### src/design/tra_pkg.sv
// Shared types and codes for the temp register allocator.
`timescale 1ns / 1ps

package tra_pkg;

  typedef enum logic {
    CMD_ALLOC = 1'b0,
    CMD_FREE  = 1'b1
  } cmd_t;

  typedef enum logic [2:0] {
    ST_NEW       = 3'd0,
    ST_REUSED    = 3'd1,
    ST_EXHAUSTED = 3'd2,
    ST_RELEASED  = 3'd3,
    ST_IGNORED   = 3'd4
  } status_t;

  typedef enum logic [1:0] {
    FSM_CLEAR,
    FSM_IDLE,
    FSM_EXEC
  } fsm_t;

  typedef struct packed {
    cmd_t       cmd;
    logic [5:0] slot_index;
  } req_t;

  typedef struct packed {
    logic [5:0] granted_slot;
    status_t    status;
    logic [6:0] high_water;
    logic [6:0] in_use;
  } rsp_t;

endpackage

### src/design/tra_ram.sv
// Generic single-port-write RAM with registered read.
`timescale 1ns / 1ps

module tra_ram #(
  parameter int WIDTH = 1,
  parameter int DEPTH = 64
) (
  input  logic                                     clk,
  input  logic                                     we,
  input  logic [((DEPTH > 1) ? $clog2(DEPTH) : 1)-1:0] waddr,
  input  logic [WIDTH-1:0]                         wdata,
  input  logic [((DEPTH > 1) ? $clog2(DEPTH) : 1)-1:0] raddr,
  output logic [WIDTH-1:0]                         rdata
);

  logic [WIDTH-1:0] mem [DEPTH];

  always_ff @(posedge clk) begin
    if (we) begin
      mem[waddr] <= wdata;
    end
    rdata <= mem[raddr];
  end

endmodule

### src/design/temp_register_allocator.sv
// Top level: slot pool allocator with LIFO free stack and high-water mark.
//
//  channel | dir | handshake           | payload
//  --------+-----+---------------------+------------------------------------------
//  req     | in  | req_valid/req_stall | cmd, slot_index
//  rsp     | out | rsp_valid/rsp_stall | granted_slot, status, high_water, in_use
//
// Per item, the accept edge issues the busy-map and stack reads; EXEC then updates
// the busy map and, on a release, the stack, and loads the result register.
// After reset the busy map is swept to zero, one entry a cycle, over all POOL_SLOTS
// entries; req_stall stays high meanwhile.
// A new item is taken while the previous result is being taken; a stalled
// result holds the block in idle.
`timescale 1ns / 1ps

module temp_register_allocator #(
  parameter int POOL_SLOTS = 64
) (
  input  logic          clk,
  input  logic          rst,
  input  logic          req_valid,
  output logic          req_stall,
  input  tra_pkg::req_t req,
  output logic          rsp_valid,
  input  logic          rsp_stall,
  output tra_pkg::rsp_t rsp
);

  import tra_pkg::*;

  localparam int BW = $clog2(POOL_SLOTS);
  localparam int CW = $clog2(POOL_SLOTS + 1);
  localparam int XW = (CW > 7) ? CW : 7;

  fsm_t          state, state_next;
  logic [BW-1:0] clr_addr;
  logic [CW-1:0] freed_count, freed_count_next;
  logic [CW-1:0] next_fresh, next_fresh_next;
  cmd_t          cur_cmd;
  logic [5:0]    cur_idx;
  logic          cur_ok;

  logic          accept;
  logic [CW-1:0] fc_dec;
  logic [XW-1:0] grant_x, nf_x, use_x;
  status_t       status;

  logic          busy_we, busy_wdata, busy_rdata;
  logic [BW-1:0] busy_waddr, busy_raddr;
  logic          stack_we;
  logic [BW-1:0] stack_waddr, stack_raddr;
  logic [5:0]    stack_wdata, stack_rdata;

  assign req_stall = (state != FSM_IDLE) || (rsp_valid && rsp_stall);
  assign accept    = req_valid && !req_stall;

  assign fc_dec      = freed_count - 1'b1;
  assign busy_raddr  = BW'(XW'(req.slot_index));
  assign stack_raddr = fc_dec[BW-1:0];

  tra_ram #(.WIDTH(1), .DEPTH(POOL_SLOTS)) u_busy (
    .clk   (clk),
    .we    (busy_we),
    .waddr (busy_waddr),
    .wdata (busy_wdata),
    .raddr (busy_raddr),
    .rdata (busy_rdata)
  );

  tra_ram #(.WIDTH(6), .DEPTH(POOL_SLOTS)) u_stack (
    .clk   (clk),
    .we    (stack_we),
    .waddr (stack_waddr),
    .wdata (stack_wdata),
    .raddr (stack_raddr),
    .rdata (stack_rdata)
  );

  always_comb begin
    state_next = state;
    case (state)
      FSM_CLEAR: begin
        if (clr_addr == BW'(POOL_SLOTS - 1)) begin
          state_next = FSM_IDLE;
        end
      end
      FSM_IDLE: begin
        if (accept) begin
          state_next = FSM_EXEC;
        end
      end
      FSM_EXEC: state_next = FSM_IDLE;
      default:  state_next = FSM_CLEAR;
    endcase
  end

  always_comb begin
    busy_we          = 1'b0;
    busy_waddr       = clr_addr;
    busy_wdata       = 1'b0;
    stack_we         = 1'b0;
    stack_waddr      = freed_count[BW-1:0];
    stack_wdata      = cur_idx;
    freed_count_next = freed_count;
    next_fresh_next  = next_fresh;
    grant_x          = '0;
    status           = ST_IGNORED;
    case (state)
      FSM_CLEAR: busy_we = 1'b1;
      FSM_EXEC: begin
        if (cur_cmd == CMD_ALLOC) begin
          if (freed_count != '0) begin
            grant_x          = XW'(stack_rdata);
            busy_we          = 1'b1;
            busy_waddr       = grant_x[BW-1:0];
            busy_wdata       = 1'b1;
            freed_count_next = fc_dec;
            status           = ST_REUSED;
          end else if (next_fresh < CW'(POOL_SLOTS)) begin
            grant_x         = XW'(next_fresh);
            busy_we         = 1'b1;
            busy_waddr      = grant_x[BW-1:0];
            busy_wdata      = 1'b1;
            next_fresh_next = next_fresh + 1'b1;
            status          = ST_NEW;
          end else begin
            status = ST_EXHAUSTED;
          end
        end else if (cur_ok && busy_rdata) begin
          busy_we    = 1'b1;
          busy_waddr = BW'(XW'(cur_idx));
          busy_wdata = 1'b0;
          if (freed_count < CW'(POOL_SLOTS)) begin
            stack_we         = 1'b1;
            freed_count_next = freed_count + 1'b1;
          end
          status = ST_RELEASED;
        end
      end
      default: ;
    endcase
  end

  assign nf_x  = XW'(next_fresh_next);
  assign use_x = XW'(next_fresh_next) - XW'(freed_count_next);

  always_ff @(posedge clk) begin
    if (rst) begin
      state       <= FSM_CLEAR;
      clr_addr    <= '0;
      freed_count <= '0;
      next_fresh  <= '0;
      rsp_valid   <= 1'b0;
    end else begin
      state       <= state_next;
      freed_count <= freed_count_next;
      next_fresh  <= next_fresh_next;
      if (state == FSM_CLEAR) begin
        clr_addr <= clr_addr + 1'b1;
      end
      if (state == FSM_EXEC) begin
        rsp_valid <= 1'b1;
      end else if (rsp_valid && !rsp_stall) begin
        rsp_valid <= 1'b0;
      end
    end
  end

  always_ff @(posedge clk) begin
    if (accept) begin
      cur_cmd <= req.cmd;
      cur_idx <= req.slot_index;
      cur_ok  <= XW'(req.slot_index) < XW'(POOL_SLOTS);
    end
    if (state == FSM_EXEC) begin
      rsp.granted_slot <= grant_x[5:0];
      rsp.status       <= status;
      rsp.high_water   <= nf_x[6:0];
      rsp.in_use       <= use_x[6:0];
    end
  end

endmodule
### config.mk
export PLATFORM = sky130hd
export DESIGN_NAME = temp_register_allocator
export DESIGN_NICKNAME = d
export VERILOG_FILES = /design/src/design/tra_pkg.sv /design/src/design/tra_ram.sv /design/src/design/temp_register_allocator.sv
export SDC_FILE = /design/constraint.sdc
export NUM_CORES = 1
export LEC_CHECK = 0
export BUFFER_PORTS_ARGS = -buffer_cell sky130_fd_sc_hd__buf_2
export CAP_MARGIN = 20
export CORE_MARGIN = 10
export CORE_UTILIZATION = 35
export CTS_CLUSTER_DIAMETER = 150
export CTS_CLUSTER_SIZE = 28
export DETAILED_ROUTE_END_ITERATION = 12
export PLACE_DENSITY = 0.57
export RECOVER_POWER = 50
export SKIP_CTS_REPAIR_TIMING = 1
export SLEW_MARGIN = 5
export SYNTH_ARGS = -nofsm -noshare
export SYNTH_HDL_FRONTEND = slang
export SYNTH_HIERARCHICAL = 1
export SYNTH_SLANG_ARGS = --single-unit
### constraint.sdc
create_clock -name clk -period 9.2 [get_ports clk]
set_clock_uncertainty 0.1 [all_clocks]
set_input_delay 1.38 -clock clk [delete_from_list [all_inputs] [get_ports clk]]
set_output_delay 1.38 -clock clk [all_outputs]
set_load 0.05 [all_outputs]
Word level (Yosys, flattened, before mapping):

Memory sizes are Yosys's and may differ from the RTL's. A register that Yosys moved wholly into a read port is not among the register bits.
Cells that the tools add are included.

* bits in writable memories: 448
* word-level logic and storage cells: 76
* memories: 2
* bits in registers: 53
* output and inout port bits: 25
* input bits: 11

Memories
* u_stack.mem: depth 64, width 6, rd ports 1, clocked after Yosys merged registers in 1, wr ports 1, RTL line tra_ram.sv:16 `logic [WIDTH-1:0] mem [DEPTH];`
* u_busy.mem: depth 64, width 1, rd ports 1, clocked after Yosys merged registers in 1, wr ports 1, RTL line tra_ram.sv:16

* equality and inequality tests: 6
* add/subtract/negate cells: 5
* muxes and demuxes: 40
* reductions and logical operators: 10
* order comparisons: 2

Operator list (number)
* 2-to-1 mux 7 bit: 9
* 2-to-1 mux 6 bit: 7
* 2-to-1 mux 1 bit: 16
* adder 7 x 1 -> 7 bit, second input constant: 2
* less-than comparator 7 bit, second input constant: 2
* 2-to-1 mux 2 bit: 4
* nonzero test 7 bit: 1
* subtractor 7 x 1 -> 7 bit, second input constant: 1
* subtractor 7 bit: 1
* adder 6 x 1 -> 6 bit, second input constant: 1
* == test 6 bit, second input constant: 1
* 2-to-1 mux 3 bit: 2
* case mux 2 bit (3 select lines): 1
* inequality test 2 bit, second input constant: 2
* logical AND 1 bit: 3
* == test 2 x 1 -> 1 bit, second input constant: 1
* == test 2 bit, second input constant: 1
* zero test 1 bit: 2
* zero test 2 bit: 1
* inequality test 2 x 1 -> 1 bit, second input constant: 1
* case mux 1 bit (2 select lines): 1
* AND reduction 2 bit: 1
* nonzero test 2 bit: 1
* logical OR 1 bit: 1

Longest topological paths before layout:

Gate-level depths: netlist of the first run.

* word-level depth: 7
* mapped depth: 13
* mapped depth without buffers: 13

Cells and area by module:

The synthesis of the first run kept the hierarchy.

By module, submodules not included
* tra_ram at u_stack: sequential area each 11651.2 µm², cells each 720, area each 15225.9 µm², times used 1
* tra_ram at u_busy: sequential area each 1941.9 µm², cells each 204, area each 2914.0 µm², times used 1
* temp_register_allocator: sequential area each 1361.3 µm², cells each 277, area each 2773.9 µm², times used 1

Least setup slack after synthesis of the first run:

Ideal clock, no wire load.

* path kind: register to register
* from: register freed_count[0]
* to: memory u_busy.mem[0], data pin
* buffers on the path: 1
* arrival: 3.074 ns
* data required time: 8.552 ns
* stages on the path, launching flop included: 7
* path slack: 5.478 ns
* cells stage by stage: dfxtp_1 -> inv_1 -> ha_1 -> or3b_1 -> buf_2 -> nor2_1 -> a21oi_1

* word-level cells in the longest chain between the ends: 4

Ends and longest elaborated chain
* from (decl): RTL line temp_register_allocator.sv:37 `logic [CW-1:0] freed_count, freed_count_next;`
* from (signal assigned): RTL line temp_register_allocator.sv:156 `freed_count <= freed_count_next;`
* nonzero test 7 bit: RTL line temp_register_allocator.sv:112 `if (freed_count != '0) begin`
* 2-to-1 mux 1 bit: RTL line temp_register_allocator.sv:112
* 2-to-1 mux 1 bit: RTL line temp_register_allocator.sv:111 `if (cur_cmd == CMD_ALLOC) begin`
* 2-to-1 mux 1 bit: RTL line temp_register_allocator.sv:108 `case (state)`
* net busy_wdata: RTL line temp_register_allocator.sv:48 `logic busy_we, busy_wdata, busy_rdata;`
* to (decl): RTL line tra_ram.sv:16

The timed path passes the listed nets, and every way through them passes these cells.

Worst setup path in the final report of the first run:

* from: register freed_count[0]
* to: register rsp[5] in the netlist's numbering, data pin

RTL lines
* subtractor 7 x 1 -> 7 bit: RTL line temp_register_allocator.sv:57 `assign fc_dec = freed_count - 1'b1;`
* net fc_dec[0]: RTL line temp_register_allocator.sv:44 `logic [CW-1:0] fc_dec;`
* 2-to-1 mux 7 bit: RTL line temp_register_allocator.sv:112
* 2-to-1 mux 7 bit: RTL line temp_register_allocator.sv:111
* 2-to-1 mux 7 bit: RTL line temp_register_allocator.sv:108
* subtractor 7 bit: RTL line temp_register_allocator.sv:145 `assign use_x = XW'(next_fresh_next) - XW'(freed_count_next);`
* net use_x[5]: RTL line temp_register_allocator.sv:45 `logic [XW-1:0] grant_x, nf_x, use_x;`
* to (decl): RTL line temp_register_allocator.sv:26 `output tra_pkg::rsp_t rsp`

The timed path passes the listed nets, and every way through them passes these cells.
A chain may end at the register's enable or synchronous reset.

==> impl_metrics.csv, run 1 <==
group,metric,value,unit
yosys,synth_mux_area_share,13.5,%
cts,clock_latency,0.59,ns
job,max_cap_viol_count,6,
power_and_ir_drop,peakVddDrop,103,uV
timing,finalSetupViolCount,0,
yosys,synth_cell_types,70,
setup_path,cp_max_fo,56,
yosys,yosysMostFrequentCell,"edfxtp_1",
final_layout,ff_latch_area,0.0150,mm^2
yosys,ys_seq_area_share,71.5,%
timing,fmax,0.204,GHz
yosys,synth.top_cell.area_share,68.6,%
route,viasPerCell,5.34,
global_routing,antenna_found_initial,0,
yosys,synth_area_per_cell,17.4,um^2
timing,timing.hold.ws,0.414,ns
yosys,syn-cell-area,0.0209,mm^2
yosys,synth_common_cells,"478 x edfxtp_1, 163 x nor2_1, 97 x mux4_2",
final_layout,multi_input_area,0.00555,mm^2
route,num_vias,10700,
placement,port_buffers,35,
setup_path,slowest_stage,"nor3b_1",
cts,cts_sinks,508,
yosys,synthAdderAreaFrac,0.754,%
timing,slew_viol_final,392,
status,failed_checks,"max-capacitance violations, max-slew violations",
global_routing,gr-total-overflow,0,
global_routing,grt_pass1_vias,10700,
setup_path,critPathArrivalTime,5.25,ns
route,drtAntennaViolNets,0,
cts,clock_path_buffers,3,
floorplan,dieHeight,264,um
timing,fin_setup_tns,0,ns
yosys,synth_top_family_by_area,"multiplexers",
power_and_ir_drop,powerDensity,165,mW/mm^2
setup_path,cp.required,9.55,ns
worst_hold_path,hold-path-cell-count,2,
yosys,ys.flop_type,"edfxtp_1",
yosys,synth-simple-area-share,7.52,%
timing,tightest_slew,2.98,ns
floorplan,die_area,0.0699,mm^2
worst_hold_path,min_path_type,"flip-flop to flip-flop",
cts,cts-root-buf,"clkbuf_16",
power_and_ir_drop,leakagePower,6.81,nW
setup_path,slowest_delay,0.68,ns
floorplan,initial_core_util,35.4,%
yosys,synth_nets,1224,
final_layout,insertedDiodeCount,0,
yosys,ys_ff_latch,508,
timing,period_needed,4.89,ns
final_layout,drive_gt1_share,12.9,%
status,status,"complete, but fails checks",
timing,slew_headroom,-98.6,%
floorplan,ios,36,
cts,cts_tree,"yes",
setup_path,worst_setup_path_end_kind,"flip-flop",
route,first_iter_violations,1031,
placement,gp_congestion,0.834,
yosys,synth_compound_area_share,4.00,%
timing,fin_crit_sh,53.2,%
global_routing,grt_pass1_wl,67800,um
yosys,syn_inst,1201,
final_layout,nFillCells,5404,
cts,htreeDepth,1,
setup_path,crit_type,"flip-flop to flip-flop",
route,drt-total-wl,44700,um
worst_hold_path,min_from,"clr_addr[5]$_SDFFE_PP0P_",
setup_path,start_kind,"flip-flop",
yosys,synth_area_leader_cell,"edfxtp_1",
cts,clk_pin_slew,0.12,ns
timing,finalHoldViolCount,0,
setup_path,r2r-end,"rsp[5]$_DFFE_PP_",
setup_path,reg2reg_slack,4.31,ns
setup_path,crit_chain,"inv_6 -> ha_1 -> nor3b_1 -> a21oi_1 -> a2bb2oi_1 -> o221ai_1 -> ha_1 -> nor2b_1 -> o21ai_0 -> a21boi_0 -> or4b_2 -> nand3_1",
global_routing,track_usage,12.4,%
setup_path,critPathMostFrequentCell,"ha_1",
worst_hold_path,hold_end,"clr_addr[5]$_SDFFE_PP0P_",
global_routing,grt_max_degree,66,
final_layout,final_nets,1235,
floorplan,die-width,264,um
yosys,synthArstFlopShare,0,%
floorplan,num_rows,89,
setup_path,r2r-start,"freed_count[0]$_SDFF_PP0_",
route,wire_per_inst,22.3,um
floorplan,coreArea,0.0591,mm^2
timing,rsz0062_at_grt,"no",
final_layout,syn_to_final_growth,7.19,%
yosys,synth-xor-area-share,0.706,%
route,drc,0,
yosys,synth_enable_flop_cells,478,
setup_path,r2r_cells,12,
cts,cts_made_buffers,22,
yosys,synth_area_leaders,"edfxtp_1 69%, mux4_2 10%, nor2_1 2.9%",
route,drt_pre_antenna_iters,5,
yosys,yosys_warnings,6,
placement,dp_hpwl,27300,um
-- registers in the layout, summed over array words and instances, names as in the netlist --
| signal | count |
|---|---|
| clr_addr | 6 |
| cur_cmd | 1 |
| cur_idx | 6 |
| freed_count | 7 |
| next_fresh | 7 |
| rsp | 23 |
| rsp_valid | 1 |
| state | 2 |
| u_busy/mem | 64 |
| u_busy/rdata | 1 |
| u_stack/mem | 384 |
| u_stack/rdata | 6 |
-- stage by stage --
stage               total power, mW  cells  instance area [um^2]  setup slack (ns)  util [%]
finish                         3.69   2001                 22400              4.31      37.9
global route                   3.81   2001                 22400              3.81      37.9
CTS                            3.74   1999                 22500              4.36      38.0
detailed placement             2.58   1959                 21800              4.42      36.9
global placement               2.58   1959                 21800              4.51      36.9
floorplan                      2.57   1201                 20900              5.48         -
-- worst max path at each step --
stage	endpoint	start
2_1_floorplan	u_busy/mem[0]$_DFFE_PP_	freed_count[0]$_SDFF_PP0_
3_3_place_gp	rsp[5]$_DFFE_PP_	freed_count[0]$_SDFF_PP0_
3_5_place_dp	rsp[5]$_DFFE_PP_	freed_count[0]$_SDFF_PP0_
4_1_cts	rsp[5]$_DFFE_PP_	freed_count[0]$_SDFF_PP0_
5_1_grt	rsp[5]$_DFFE_PP_	freed_count[0]$_SDFF_PP0_
6_report	rsp[5]$_DFFE_PP_	freed_count[0]$_SDFF_PP0_
-- layout make-up --
class	instances	share of cell area [%]
clock buffers	38	2.72
clock inverters	2	0.207
well taps	773	4.31
inverters	16	0.296
multi-input cells	614	24.8
repair buffers	50	0.982
flip-flops and latches	508	66.7
-- report_power, final --
group / internal [mW] / switching, mW / total (mW)
logic: 0.0129 / 0.0263 / 0.0392
registers: 2.49 / 0.00216 / 2.49
clock network: 0.469 / 0.695 / 1.16
total: 2.97 / 0.724 / 3.69
-- worst max-delay path, delay by kind of cell, from the launching register on --
kind	cells	cell delay (ns)
DFF	1	0.48
AOI/OAI and AO/OA	5	1.14
buffers and inverters	1	0.64
and+or+nand+nor	4	1.55
adders and majority gates	2	0.82
-- cells in the final DEF, fill, tap and decap left out, drive strengths merged, types with 13 or more instances in the layout --
master,instances
o21ai,22
mux4,110
a21oi,27
nor2,163
nand4,15
nor3,13
nor2b,24
dfxtp,30
mux2i,19
nand2,35
nand3,28
inv,14
clkbuf,77
edfxtp,478
-- layer usage --
metal / track usage (%) / vias to the layer above / wire [um]
met2: 20.2 / 249 / 21300
met3: 1.46 / 55 / 2080
li1: - / 4758 / -
met1: 17.6 / 5628 / 20300
met5: 0 / - / 0
met4: 3.15 / 0 / 1010
-- cells by family after synthesis --
kind of cell,after synthesis
AND/OR/NAND/NOR,326
AO/OA/AOI/OAI,122
flip-flops,508
multiplexers,138
adder cells (fa/ha/maj),12
buffers and inverters,79
XOR/XNOR,16
(Power assumes the default switching activity.)
==> inputs of run 2 (changes only) <==
clock period = 5 ns   (was 9.2 ns; I/O delays follow)
==> impl_metrics.csv, run 2 (synthesis results as in run 1) <==
group,metric,value,unit
job,max_cap_viol_count,4,
cts,clock_path_buffers,3,
global_routing,grt_max_degree,101,
placement,gp_congestion,0.816,
global_routing,track_usage,12.8,%
timing,slew_headroom,-101,%
timing,finalHoldViolCount,0,
cts,cts_made_buffers,22,
setup_path,cp.buffers_inverters,1,
final_layout,largest_reg_flops,384,
cts,htreeDepth,1,
final_layout,fin_area,0.0225,mm^2
setup_path,worst_setup_path_end_kind,"flip-flop",
floorplan,coreArea,0.0591,mm^2
power_and_ir_drop,peakVddDrop,222,uV
setup_path,critPathArrivalTime,4.70,ns
power_and_ir_drop,leakagePower,6.84,nW
timing,fin_setup_tns,0,ns
timing,rsz0062_at_grt,"no",
timing,period_needed,4.34,ns
floorplan,die-width,264,um
global_routing,grt_pass1_wl,69400,um
setup_path,r2r-start,"freed_count[1]$_SDFF_PP0_",
cts,cts-root-buf,"clkbuf_16",
route,drc,0,
timing,fmax,0.230,GHz
setup_path,slowest_delay,0.72,ns
route,drt-total-wl,45600,um
setup_path,crit_type,"flip-flop to flip-flop",
global_routing,grt_pass1_vias,10800,
power_and_ir_drop,power,6.79,mW
route,wire_per_inst,22.7,um
setup_path,critPathMostFrequentCell,"ha_1",
final_layout,insertedDiodeCount,0,
cts,clock_latency,0.59,ns
route,drtAntennaViolNets,0,
cts,cts_tree,"yes",
timing,slew_viol_final,261,
final_layout,layout_commonest_cell,"edfxtp_1",
setup_path,critPathTopFamily,"simple AND/OR/NAND/NOR gates",
global_routing,gr-total-overflow,0,
final_layout,largest-register,"u_stack/mem",
final_layout,drive_gt1_share,13.1,%
global_routing,antenna_found_initial,0,
placement,placed_area,0.0219,mm^2
placement,port_buffers,35,
setup_path,slowest_stage,"nor3b_1",
floorplan,dieHeight,264,um
route,first_iter_violations,885,
final_layout,final_cell_mix,"478 x edfxtp_1, 163 x nor2_1, 97 x mux4_2",
timing,finalSetupViolCount,0,
final_layout,syn_to_final_growth,7.53,%
setup_path,crit_chain,"inv_1 -> ha_1 -> nor3b_1 -> a21oi_1 -> a2bb2oi_1 -> o221ai_1 -> ha_1 -> nor2b_1 -> o21ai_0 -> a21boi_0 -> or4b_2 -> nand3_1",
setup_path,start_kind,"flip-flop",
final_layout,nFillCells,5438,
final_layout,reg.largest.list,"u_stack/mem (384), u_busy/mem (64), rsp (23)",
setup_path,cp.required,5.35,ns
cts,clk_pin_slew,0.12,ns
route,num_vias,10800,
setup_path,cp_max_fo,17,
cts,cts_sinks,508,
status,failed_checks,"max-capacitance violations, max-slew violations",
worst_hold_path,min_path_type,"input pin to flip-flop",
worst_hold_path,min_from,"req[6]",
setup_path,cp-startpoint,"freed_count[1]$_SDFF_PP0_",
floorplan,num_rows,89,
floorplan,die_area,0.0699,mm^2
final_layout,final_nets,1241,
route,viasPerCell,5.39,
floorplan,ios,36,
status,status,"complete, but fails checks",
floorplan,initial_core_util,35.4,%
timing,tightest_slew,3.01,ns
placement,dp_hpwl,28300,um
route,drt_pre_antenna_iters,5,
power_and_ir_drop,powerDensity,302,mW/mm^2
timing,fin_crit_sh,86.8,%
run 2: cell types whose count changed in the layout (fill, tap and decap cells not counted):
cell      change
clkbuf_1      +1
buf_4         +2
xnor2_2       -1
buf_12        +3
xnor2_1       +1
run 2: where the power goes:
group	switching (mW)	internal, mW	leakage (nW)	total [mW]
sequential	0.00397	4.58	4.44	4.58
combinational	0.0484	0.0239	2.10	0.0723
clock	1.28	0.862	0.308	2.14
total	1.33	5.46	6.84	6.79
run 2: worst paths after layout:
kind	end	slack [ns]	cells after the start
worst max-delay path	rsp[5]$_DFFE_PP_	0.66	12
worst min-delay path	cur_cmd$_DFFE_PP_	0.28	1
worst max register to register	rsp[5]$_DFFE_PP_	0.66	12
worst min register to register	clr_addr[1]$_SDFFE_PP0P_	0.43	2
run 2: cell type report:
cell class | count | area, um^2 | share of cell area (%)
Clock inverter | 2 | 46.3 | 0.206
Sequential cell | 508 | 15000 | 66.5
Inverter | 16 | 66.3 | 0.295
Tap cell | 773 | 967 | 4.30
Clock buffer | 38 | 611 | 2.72
Timing Repair Buffer | 56 | 299 | 1.33
Multi-Input combinational cell | 614 | 5550 | 24.7
run 2: per-stage QoR:
stage	utilization, %	worst slack [ns]	cells	hold slack, ns
CTS	38.2	0.852	2005	0.251
detailed placement	37.0	0.900	1965	0.406
global placement	37.0	0.968	1965	0.404
global route	38.0	0.353	2007	0.241
finish	38.0	0.658	2007	0.276
floorplan	-	1.28	1201	0.372
run 2: routing by layer:
layer  vias to the layer above  global-route usage, %  part of all wire, %
met5                         -                      0                    0
met4                         0                   3.15                  2.1
met3                        49                   1.81                  4.7
met2                       258                   21.9                   50
met1                      5716                   16.9                   43
li1                       4787                      -                    -
==> inputs of run 3 (changes only) <==
PLACE_DENSITY = 0.59   (was 0.57)
clock period = 3.9 ns   (was 5 ns; I/O delays follow)
==> impl_metrics.csv, run 3 (synthesis results as in run 1) <==
group,metric,value,unit
final_layout,drive_gt1_share,14.2,%
floorplan,coreArea,0.0591,mm^2
power_and_ir_drop,power,8.71,mW
floorplan,die-width,264,um
cts,clk_pin_slew,0.11,ns
placement,dpl.cell_count,1984,
cts,htreeDepth,1,
power_and_ir_drop,leakagePower,6.94,nW
final_layout,fin_area,0.0226,mm^2
floorplan,initial_core_util,35.4,%
floorplan,ios,36,
power_and_ir_drop,peakVddDrop,272,uV
timing,period_needed,3.55,ns
global_routing,track_usage,12.5,%
floorplan,die_area,0.0699,mm^2
final_layout,final_nets,1258,
route,num_vias,10800,
setup_path,cp.buffers_inverters,3,
route,drt_pre_antenna_iters,5,
worst_hold_path,min_from,"req[6]",
final_layout,final-instance-count-excl-fill,2024,
route,drc,0,
final_layout,nFillCells,5372,
final_layout,largest_reg_flops,384,
placement,gp_congestion,0.816,
setup_path,critPathArrivalTime,3.88,ns
timing,fin_ws,0.350,ns
final_layout,ff_latch_area,0.0150,mm^2
timing,rsz0062_at_grt,"no",
timing,fin_crit_sh,91.0,%
final_layout,final_core_util,38.3,%
setup_path,crit_type,"flip-flop to flip-flop",
final_layout,layout_commonest_cell,"edfxtp_1",
cts,clock_latency,0.56,ns
worst_hold_path,min_path_type,"input pin to flip-flop",
setup_path,start_kind,"flip-flop",
final_layout,syn_to_final_growth,8.25,%
timing,slew_headroom,-102,%
setup_path,crit_chain,"inv_6 -> ha_1 -> buf_4 -> nor3b_1 -> clkbuf_1 -> a21oi_1 -> o21ai_0 -> o221ai_1 -> ha_1 -> nor2b_1 -> o21ai_0 -> a21boi_0 -> or4b_2 -> nand3_1",
route,viasPerCell,5.32,
timing,timing.hold.ws,0.146,ns
setup_path,cp.required,4.23,ns
placement,port_buffers,35,
final_layout,final_cell_mix,"478 x edfxtp_1, 163 x nor2_1, 97 x mux4_2",
route,drtAntennaViolNets,0,
setup_path,worst_setup_path_end_kind,"flip-flop",
cts,cts_made_buffers,22,
timing,fmax,0.282,GHz
timing,slew_viol_final,390,
setup_path,critPathTopFamily,"simple AND/OR/NAND/NOR gates",
job,max_cap_viol_count,6,
final_layout,reg.largest.list,"u_stack/mem (384), u_busy/mem (64), rsp (23)",
timing,finalHoldViolCount,0,
setup_path,slowest_delay,0.63,ns
final_layout,multi_input_area,0.00555,mm^2
global_routing,antenna_found_initial,0,
cts,clock_path_buffers,3,
cts,cts-root-buf,"clkbuf_16",
timing,fin_setup_tns,0,ns
setup_path,slowest_stage,"or4b_2",
global_routing,grt_pass1_wl,68200,um
global_routing,grt_max_degree,101,
timing,finalSetupViolCount,0,
route,drt-total-wl,44900,um
global_routing,grt_pass1_vias,10800,
status,status,"complete, but fails checks",
route,first_iter_violations,1024,
setup_path,cp-startpoint,"freed_count[0]$_SDFF_PP0_",
global_routing,gr-total-overflow,0,
cts,cts_sinks,508,
floorplan,num_rows,89,
final_layout,largest-register,"u_stack/mem",
placement,pre_cts_ws,0.369,ns
timing,tightest_slew,3.03,ns
status,failed_checks,"max-capacitance violations, max-slew violations",
cts,cts_tree,"yes",
floorplan,dieHeight,264,um
setup_path,r2r-start,"freed_count[0]$_SDFF_PP0_",
placement,dp_hpwl,28600,um
placement,placed_area,0.0221,mm^2
setup_path,cp_max_fo,6,
power_and_ir_drop,powerDensity,385,mW/mm^2
final_layout,insertedDiodeCount,0,
route,wire_per_inst,22.2,um
## run 3: changes by cell type in the layout (fill, tap and decap cells not counted), sizes merged
cell    change
clkbuf      +3
buf        +15
clkinv      -1
## run 3: layout make-up
class,instances,area share (%)
multi-input combinational,614,24.5
inverter,16,0.293
clock buffer,39,2.81
timing repair buffer,73,1.92
tap,773,4.27
sequential,508,66.1
clock inverter,1,0.133
## run 3: worst paths after layout
path         slack (ns)  cells after the start                endpoint
min                0.15                      1       cur_cmd$_DFFE_PP_
max reg2reg        0.35                     14        rsp[5]$_DFFE_PP_
min reg2reg        0.45                      2  rsp_valid$_SDFFE_PP0P_
max                0.35                     14        rsp[5]$_DFFE_PP_
## run 3: per-layer routing
| layer | track usage, % | up-vias | part of all wire (%) |
|---|---|---|---|
| li1 | - | 4806 | - |
| met1 | 16.8 | 5605 | 43 |
| met2 | 21.0 | 305 | 49 |
| met3 | 1.84 | 59 | 5.6 |
| met4 | 3.37 | 0 | 2.3 |
| met5 | 0 | - | 0 |
## run 3: worst reg2reg max path, delay by kind of cell, from the launching register on
kind	cells	cell delay (ns)
AO/OA/AOI/OAI	5	0.83
adder cells (fa/ha/maj)	2	0.49
buffers and inverters	3	0.50
flip-flops	1	0.37
AND/OR/NAND/NOR	4	1.14
## run 3: where the power goes
part | internal [mW] | switching (mW)
Combinational | 0.0305 | 0.0617
Sequential | 5.87 | 0.00584
Clock | 1.14 | 1.60
